[config.mk]
export PLATFORM = sky130hd
export DESIGN_NAME = rgb_to_hsv_convert_top
export DESIGN_NICKNAME = d
export VERILOG_FILES = /design/src/rtl/core/rhc_pkg.sv /design/src/rtl/core/rgb_to_hsv_convert_top.sv /design/src/rtl/core/rhc_prep.sv /design/src/rtl/core/rhc_div_cell.sv /design/src/rtl/core/rhc_finish.sv
export SDC_FILE = /design/constraint.sdc
export NUM_CORES = 1
export LEC_CHECK = 0
export ABC_AREA = 1
export BUFFER_PORTS_ARGS = -buffer_cell sky130_fd_sc_hd__buf_2
export CORE_MARGIN = 8
export CORE_UTILIZATION = 45
export CTS_BUF_LIST = sky130_fd_sc_hd__clkbuf_8
export DETAILED_ROUTE_END_ITERATION = 8
export GPL_TIMING_DRIVEN = 0
export MAX_ROUTING_LAYER = met4
export PLACE_DENSITY = 0.62
export SYNTH_ARGS = -nofsm -noshare
export SYNTH_HDL_FRONTEND = slang
export SYNTH_SLANG_ARGS = --single-unit
[constraint.sdc]
create_clock -name clk -period 5.34 [get_ports clk]
set_input_delay 0 -clock clk [delete_from_list [all_inputs] [get_ports clk]]
set_output_delay 0 -clock clk [all_outputs]
set_load 0.05 [all_outputs]
[src/rtl/core/rhc_pkg.sv]
// ----------------------------------------------------------------------------
// rhc_pkg
// Shared widths, hue constants and stage payload types for the rgb to hsv
// converter.
// ----------------------------------------------------------------------------
package rhc_pkg;

  // component width
  localparam int CB = 8;
  // quotient bits per division: hue part needs 12 (up to 3840), saturation needs CB
  localparam int NC = (CB > 12) ? CB : 12;
  // dividend width: CB remainder bits on top of NC quotient bits
  localparam int DVD_W = CB + NC;
  // hue field width
  localparam int HW = 15;

  localparam int IN_DATA_W  = ((3 * CB + 7) / 8) * 8;
  localparam int OUT_DATA_W = ((HW + 2 * CB + 7) / 8) * 8;

  // hue in 1/64 degree
  localparam logic [HW-1:0] HUE_SECTOR = HW'(3840);
  localparam logic [HW-1:0] HUE_GREEN  = HW'(7680);
  localparam logic [HW-1:0] HUE_BLUE   = HW'(15360);
  localparam logic [HW-1:0] HUE_FULL   = HW'(23040);

  typedef enum logic [1:0] {
    SEC_RED   = 2'd0,
    SEC_GREEN = 2'd1,
    SEC_BLUE  = 2'd2
  } rhc_sector_t;

  // partial remainder plus dividend/quotient shift word
  typedef struct packed {
    logic [CB-1:0] rem;
    logic [NC-1:0] dq;
  } rhc_div_t;

  typedef struct packed {
    rhc_div_t      sat;
    logic [CB-1:0] mx;
    rhc_div_t      hue;
    logic [CB-1:0] delta;
    rhc_sector_t   sector;
    logic          neg;
  } rhc_cell_t;

endpackage

[src/rtl/core/rgb_to_hsv_convert_top.sv]
// ----------------------------------------------------------------------------
// rgb_to_hsv_convert_top
// RGB to HSV conversion of a pixel stream, one pixel per clock if not stalled.
//
// Each pixel is converted in a fixed pipeline of rhc_pkg::NC + 2 stages: a
// front stage finds max, min, the hue sector and both dividends, a row of NC
// identical division cells then produces one quotient bit per cell for
// saturation and hue side by side, and an output stage applies the sector
// offset and registers the result. A new pixel can be taken every clock
// while out_tready does not stall. Each stage holds its own valid bit and
// moves forward whenever the next stage is empty or moving, so bubbles close
// up and input keeps flowing into empty stages while a finished result
// waits on out_tready. Value is the largest component, saturation
// floor(255*delta/max), hue in 1/64 degree (0..23039); for gray or black
// hue and saturation read 0 and out_tuser is 0.
// ----------------------------------------------------------------------------
module rgb_to_hsv_convert_top (
  input  logic                           clk,
  input  logic                           rst_n,
  input  logic                           in_tvalid,
  output logic                           in_tready,
  // red, green, blue from bit 0 up
  input  logic [rhc_pkg::IN_DATA_W-1:0]  in_tdata,
  output logic                           out_tvalid,
  input  logic                           out_tready,
  // hue, saturation, value from bit 0 up, zero padded
  output logic [rhc_pkg::OUT_DATA_W-1:0] out_tdata,
  // hue_defined
  output logic                           out_tuser
);
  import rhc_pkg::*;

  // link i feeds cell i; link NC feeds the output stage
  logic      link_valid [NC+1];
  logic      link_ready [NC+1];
  rhc_cell_t link_data  [NC+1];

  // front stage
  rhc_prep u_prep (
    .clk      (clk),
    .rst_n    (rst_n),
    .up_valid (in_tvalid),
    .up_ready (in_tready),
    .up_data  (in_tdata),
    .dn_valid (link_valid[0]),
    .dn_ready (link_ready[0]),
    .dn_data  (link_data[0])
  );

  // one quotient bit per cell, msb first
  for (genvar i = 0; i < NC; i++) begin : g_cell
    rhc_div_cell u_cell (
      .clk      (clk),
      .rst_n    (rst_n),
      .up_valid (link_valid[i]),
      .up_ready (link_ready[i]),
      .up_data  (link_data[i]),
      .dn_valid (link_valid[i+1]),
      .dn_ready (link_ready[i+1]),
      .dn_data  (link_data[i+1])
    );
  end

  // sector offset and result register
  rhc_finish u_finish (
    .clk      (clk),
    .rst_n    (rst_n),
    .up_valid (link_valid[NC]),
    .up_ready (link_ready[NC]),
    .up_data  (link_data[NC]),
    .dn_valid (out_tvalid),
    .dn_ready (out_tready),
    .dn_data  (out_tdata),
    .dn_user  (out_tuser)
  );

endmodule

[src/rtl/core/rhc_prep.sv]
// ----------------------------------------------------------------------------
// rhc_prep
// Front stage: max, min, sector, signed difference and both dividends.
// ----------------------------------------------------------------------------
module rhc_prep (
  input  logic                            clk,
  input  logic                            rst_n,
  input  logic                            up_valid,
  output logic                            up_ready,
  input  logic [rhc_pkg::IN_DATA_W-1:0]   up_data,
  output logic                            dn_valid,
  input  logic                            dn_ready,
  output rhc_pkg::rhc_cell_t              dn_data
);
  import rhc_pkg::*;

  logic [CB-1:0]    red, green, blue;
  logic [CB-1:0]    mx, mn, delta, abs_diff;
  logic signed [CB:0] diff;
  logic             neg;
  rhc_sector_t      sector;
  logic [DVD_W-1:0] sat_dvd, hue_dvd;
  rhc_cell_t        data_nxt, data_r;
  logic             valid_r;

  assign red   = up_data[CB-1:0];
  assign green = up_data[2*CB-1:CB];
  assign blue  = up_data[3*CB-1:2*CB];

  always_comb begin
    // ties: red over green, green over blue
    if (red >= green && red >= blue) begin
      sector = SEC_RED;
      mx     = red;
      diff   = $signed({1'b0, green}) - $signed({1'b0, blue});
    end else if (green >= blue) begin
      sector = SEC_GREEN;
      mx     = green;
      diff   = $signed({1'b0, blue}) - $signed({1'b0, red});
    end else begin
      sector = SEC_BLUE;
      mx     = blue;
      diff   = $signed({1'b0, red}) - $signed({1'b0, green});
    end
    mn = red;
    if (green < mn) mn = green;
    if (blue < mn) mn = blue;
    delta    = mx - mn;
    neg      = diff[CB];
    abs_diff = neg ? CB'(-diff) : diff[CB-1:0];
    // full-scale times delta, and sector width times |diff|
    sat_dvd  = DVD_W'({delta, CB'(0)}) - DVD_W'(delta);
    hue_dvd  = DVD_W'(abs_diff) * DVD_W'(HUE_SECTOR);

    data_nxt.sat.rem = sat_dvd[DVD_W-1:NC];
    data_nxt.sat.dq  = sat_dvd[NC-1:0];
    data_nxt.mx      = mx;
    data_nxt.hue.rem = hue_dvd[DVD_W-1:NC];
    data_nxt.hue.dq  = hue_dvd[NC-1:0];
    data_nxt.delta   = delta;
    data_nxt.sector  = sector;
    data_nxt.neg     = neg;
  end

  assign up_ready = !valid_r || dn_ready;

  always_ff @(posedge clk) begin
    if (!rst_n) begin
      valid_r <= 1'b0;
    end else if (up_ready) begin
      valid_r <= up_valid;
    end
  end

  always_ff @(posedge clk) begin
    if (up_ready && up_valid) begin
      data_r <= data_nxt;
    end
  end

  assign dn_valid = valid_r;
  assign dn_data  = data_r;

endmodule

[src/rtl/core/rhc_div_cell.sv]
// ----------------------------------------------------------------------------
// rhc_div_cell
// One restoring division step for both saturation and hue, one quotient bit.
// ----------------------------------------------------------------------------
module rhc_div_cell (
  input  logic               clk,
  input  logic               rst_n,
  input  logic               up_valid,
  output logic               up_ready,
  input  rhc_pkg::rhc_cell_t up_data,
  output logic               dn_valid,
  input  logic               dn_ready,
  output rhc_pkg::rhc_cell_t dn_data
);
  import rhc_pkg::*;

  function automatic rhc_div_t div_step(input rhc_div_t s, input logic [CB-1:0] d);
    logic [CB:0] part;
    logic [CB:0] trial;
    rhc_div_t    o;
    part  = {s.rem, s.dq[NC-1]};
    trial = part - {1'b0, d};
    // top bit set means part < d: restore
    o.rem = trial[CB] ? part[CB-1:0] : trial[CB-1:0];
    o.dq  = {s.dq[NC-2:0], ~trial[CB]};
    return o;
  endfunction

  rhc_cell_t data_nxt, data_r;
  logic      valid_r;

  always_comb begin
    data_nxt     = up_data;
    data_nxt.sat = div_step(up_data.sat, up_data.mx);
    data_nxt.hue = div_step(up_data.hue, up_data.delta);
  end

  assign up_ready = !valid_r || dn_ready;

  always_ff @(posedge clk) begin
    if (!rst_n) begin
      valid_r <= 1'b0;
    end else if (up_ready) begin
      valid_r <= up_valid;
    end
  end

  always_ff @(posedge clk) begin
    if (up_ready && up_valid) begin
      data_r <= data_nxt;
    end
  end

  assign dn_valid = valid_r;
  assign dn_data  = data_r;

endmodule

[src/rtl/core/rhc_finish.sv]
// ----------------------------------------------------------------------------
// rhc_finish
// Output stage: sector offset, rounding fix-up, special cases, result register.
// ----------------------------------------------------------------------------
module rhc_finish (
  input  logic                           clk,
  input  logic                           rst_n,
  input  logic                           up_valid,
  output logic                           up_ready,
  input  rhc_pkg::rhc_cell_t             up_data,
  output logic                           dn_valid,
  input  logic                           dn_ready,
  output logic [rhc_pkg::OUT_DATA_W-1:0] dn_data,
  output logic                           dn_user
);
  import rhc_pkg::*;

  logic [HW-1:0] q, base, mag, hue_nxt, hue_r;
  logic          rem_nz, defined_nxt, defined_r;
  logic [CB-1:0] sat_nxt, sat_r, value_r;
  logic          valid_r;

  always_comb begin
    q      = HW'(up_data.hue.dq);
    rem_nz = |up_data.hue.rem;
    case (up_data.sector)
      SEC_RED: begin
        // truncation toward zero, wrap a negative angle
        base = up_data.neg ? HUE_FULL : '0;
        mag  = q;
      end
      SEC_GREEN: begin
        // numerator stays positive, so the quotient is floored
        base = HUE_GREEN;
        mag  = q + HW'(up_data.neg && rem_nz);
      end
      SEC_BLUE: begin
        base = HUE_BLUE;
        mag  = q + HW'(up_data.neg && rem_nz);
      end
      default: begin
        base = '0;
        mag  = '0;
      end
    endcase
    defined_nxt = |up_data.delta;
    if (!defined_nxt) begin
      hue_nxt = '0;
    end else if (up_data.sector == SEC_RED && up_data.neg && q == '0) begin
      hue_nxt = '0;
    end else if (up_data.neg) begin
      hue_nxt = base - mag;
    end else begin
      hue_nxt = base + mag;
    end
    sat_nxt = (up_data.mx == '0) ? '0 : up_data.sat.dq[CB-1:0];
  end

  assign up_ready = !valid_r || dn_ready;

  always_ff @(posedge clk) begin
    if (!rst_n) begin
      valid_r <= 1'b0;
    end else if (up_ready) begin
      valid_r <= up_valid;
    end
  end

  always_ff @(posedge clk) begin
    if (up_ready && up_valid) begin
      hue_r     <= hue_nxt;
      defined_r <= defined_nxt;
      sat_r     <= sat_nxt;
      value_r   <= up_data.mx;
    end
  end

  assign dn_valid = valid_r;
  assign dn_data  = OUT_DATA_W'({value_r, sat_r, hue_r});
  assign dn_user  = defined_r;

endmodule
==> metrics.md <==
| Metric | Value |
|---|---|
| Worst path max stage delay | about 0.53 ns |
| Critical path buffers and inverters | 10 |
| Switching Share | between 30 and 40% |
| Number of synthesized flops with an enable pin | roughly 670 |
| Drc violations | 0 |
| Core Rows | a little over 100 |
| Nets | 3,581 |
| 1st-pass router iterations | 5 |
| Die height | just under 300 um |
| Leak | between 15 and 20 nW |
| Detailed Route WL | 57.9 mm |
| Post-Syn Area per Cell | 11.3 sq um |
| Layout Cell Area excl Fill | ~39,000 sq um |
| Top_reg_cell synth | edfxtp_1 |
| Starting Density | a little under half |
| Core region area | roughly 76,000 sq um |
| Setup violators final | 0 |
| Final Critical Period | ~5.1 ns |
| Final worst slack | ~0.28 ns |
| CTS tree | yes |
| Switch Pwr | around 4.4 mW |
| RR Startpoint | g_cell[11].u_cell.dn_data[0] |
| Worst Tran Pin Value | ~0.90 ns |
| TritonCTS buffer count | 112 |
| Hold path depth | 5 |
| Reg2reg end | u_finish.hue_r[14] |
| Via density | around 4.8 |
| Worst EP required | roughly 5.8 ns |
| P_int | just over 10 mW |
| Largest net degree at the start of global routing | 48 |
| Starting DRT DRC Count | roughly 830 |
| Antenna Nets Post-Route | 0 |
| R2R Setup Slk | 0.79 ns |
| RSZ-0062 raised after global routing | true |
| CP max stage cell | dlygate4sd3_1 |
| Htree depth | 3 |
| Pre-CTS WS | -0.341 ns |
| Final Max Tran Viols | 0 |
| GRT Total Usage | approximately 14% |
| Synth warn | 0 |
| Max FO, Critical Path | 10 |
| Largest area contributor in the netlist | edfxtp_1 |
| Combinational fraction of design power | a little over a quarter |
| Placed wire-length estimate | between 40 and 50 mm |
| Crit path DAT | ~5.5 ns |
| Worst-path clk slew | roughly 0.06 ns |
| Worst Reg-to-Reg Cells | 24 |
| Period utilization | between 90 and 100% |
| Mapped Cells | roughly 3,100 |
| Vias in the first global route | roughly 22,000 |
| Relative slew slack | ~40% |
| Deepest clock path buffer count | 3 |
| Final Hold Vio Count | 0 |
| Max Clk Rate | 198 MHz |
| Maximum Capacitance Violations | 0 |
| Area grow syn2layout | 12.3% |
| Clk pwr share | roughly 28% |
| Async SR Flop Fraction | 0% |
| Placed inst area | ~36,000 sq um |
| IO Port Bufs | between 60 and 70 |
| Nature of the critical path startpoint | primary input |
| Netlist Area Pre-Place | around 35,000 sq um |
| Clk Latency, worst-skew pair | approximately 0.69 ns |
| Outcome | complete, no violations |
| PD cells | roughly 370 nW/um^2 |
| Synth top area share | 58.0% |
| Kind of critical path | primary input to register |
| Hold Path Origin | in_tdata[0] |
| Max rail drop VDD | roughly 0.27 mV |
| Clock sink count | between 600 and 700 |
| Synth cell types | 62 |
| Grt total ovfl | 0 |
| Via count | 21,168 |
| Sequential Power Share | between 40 and 50% |
| Ranking of synthesized cells by area | edfxtp_1 58%, ha_1 9.1%, inv_1 5.4% |
| Hold WC Path Type | primary input to register |
| Clk_skew | 0.0407 ns |
| Post-synthesis sequential area ratio | between 50% and 60% |
| Share of cells above drive strength 1 | between 10% and 20% |
| Die Area | 85,800 sq um |
| Worst path most repeated cell | inv_1 |
| Crit end category | register |
| Root Driver | clkbuf_8 |
| Per-cell routed wire length | approximately 13 um |
| Initial antenna violation count | 1 |
| First-pass GRT wire length | a little under 100 mm |
| Delay-heaviest family, CP | adder cells |
| I/O pin count | 63 |
| Chip width | ~290 um |
| Hold worst-path end | u_prep.dn_data[19] |
| Gpl congestion | roughly 0.90 |
| Synthesis-stage register bit count | slightly below 700 |
## worst reg2reg max path, stage by stage, from the launching register on
cell	delay, ns
edfxtp_1	0.41
buf_2	0.21
inv_1	0.17
buf_1	0.47
a21oi_1	0.15
ha_1	0.25
ha_1	0.24
nand3_2	0.10
nand2_1	0.05
nand2_1	0.06
o22ai_1	0.14
nor3_2	0.34
nand4_1	0.18
nor2_1	0.16
nand2_1	0.08
nand2_1	0.07
xor2_1	0.16
inv_1	0.05
ha_1	0.32
a21oi_1	0.21
o21ai_0	0.10
a21oi_1	0.18
nand3_1	0.10
nand2_1	0.06
nor2_1	0.05
## power by group through the flow
stage	combinational, mW	clock [mW]	sequential, mW
final	3.86	4.03	6.59
after global routing	4.44	4.44	6.62
after CTS	3.78	4.19	6.60
after detailed placement	3.73	0	6.70
after global placement	3.58	0	6.69
after floorplan	2.94	0	6.63
## cells in the mapped netlist (5+ instances only)
library cell    n
xor2_1         98
nor2_1        283
nor3_1          5
nand3_1        54
nor2_4         10
edfxtp_1      666
xnor2_2        10
o21bai_1        5
o21ai_1        33
nand2_2        22
a21oi_1       340
fa_1           40
o21ai_0       143
xnor2_1        82
o22ai_1         6
nand2_4         6
ha_1          250
nor4_1          8
inv_2          22
nor2_2          9
nand4_1        11
nand3_2         8
nand2_1       332
o21ai_2         8
buf_2          24
dfxtp_1        14
or2_2           9
inv_1         493
nor3_2          5
## per-layer routing
layer / vias up / routed length (um) / track usage, % / share of wire (%)
li1: 10831 / - / - / -
met1: 9889 / 22100 / 13.3 / 38
met2: 322 / 31700 / 27.0 / 55
met3: 126 / 2130 / 2.36 / 3.7
met4: 0 / 2050 / 6.25 / 3.5
met5: - / 0 / - / 0
## final cells by class
class / count / area [sq um]
Antenna cell: 5 / 12.5
Buffer: 35 / 209
Multi-Input combinational cell: 1819 / 12200
Sequential cell: 680 / 20300
Tap cell: 1030 / 1290
Fill cell: 6516 / 37200
Clock buffer: 112 / 1540
Clock inverter: 89 / 458
Timing Repair Buffer: 98 / 793
Inverter: 517 / 1950
## per-stage QoR
stage | hold slack [ns] | total power [mW] | utilization (%) | std cells | TNS (ns)
floorplan | 0.167 | 9.57 | - | 3051 | 0
global placement | 0.280 | 10.3 | 47.5 | 4142 | -1.82
detailed placement | 0.304 | 10.4 | 47.9 | 4154 | -3.42
CTS | 0.0582 | 14.6 | 50.9 | 4378 | 0
global route | 0.140 | 15.5 | 51.0 | 4385 | -0.136
finish | 0.143 | 14.5 | 51.0 | 4385 | 0
## worst max-delay path by stage
stage	start	end	slack (ns)	depth (start not counted)
floorplan	in_tdata[14]	u_prep.dn_data[30]	0.55	31
global placement	in_tdata[14]	u_prep.dn_data[30]	-0.26	32
detailed placement	in_tdata[12]	u_prep.dn_data[51]	-0.34	31
CTS	in_tdata[23]	u_prep.dn_data[30]	0.04	31
global route	in_tdata[23]	u_prep.dn_data[30]	-0.12	34
finish	in_tdata[23]	u_prep.dn_data[30]	0.28	34
## repair_timing
item	in CTS	in global routing
hold endpoints to repair	107	0
setup buffers	0	2
hold buffers	23	0
gates resized for setup	0	18
endpoints found under the setup margin	0	12
## flip-flops by register name (all words and copies together) (netlist names)
name,cells
u_finish.hue_r,15
u_finish.value_r,8
g_cell.u_cell.dn_valid,12
u_finish.sat_r,8
u_finish.dn_valid,1
u_prep.dn_data,47
g_cell.u_cell.dn_data,587
u_prep.dn_valid,1
u_finish.dn_user,1
## logic make-up (layout without fill, tap and decap cells)
kind of cell	after synthesis	after routing	synth area share (%)
and+or+nand+nor	773	773	9.82
DFF	680	680	58.8
AOI/OAI and AO/OA	562	562	8.61
buffers and inverters	552	851	6.24
adders and majority gates	290	290	11.4
xor gates and xnor gates	190	190	5.04
muxes	2	2	0.131
other	1	7	0.0109
## placed cells by master, fill, tap and decap left out, types with 11 or more instances in the layout
| cell | instances |
|---|---|
| edfxtp_1 | 666 |
| inv_1 | 525 |
| a21oi_1 | 336 |
| nand2_1 | 332 |
| nor2_1 | 278 |
| ha_1 | 248 |
| o21ai_0 | 140 |
| clkbuf_8 | 112 |
| xor2_1 | 96 |
| buf_2 | 84 |
| xnor2_1 | 82 |
| nand3_1 | 54 |
| fa_1 | 40 |
| o21ai_1 | 35 |
| clkinv_1 | 32 |
| inv_2 | 30 |
| dlygate4sd3_1 | 23 |
| nand2_2 | 22 |
| nor2_4 | 14 |
| dfxtp_1 | 14 |
| buf_12 | 13 |
| nand4_1 | 11 |
Power figures use the tool's default switching activity.
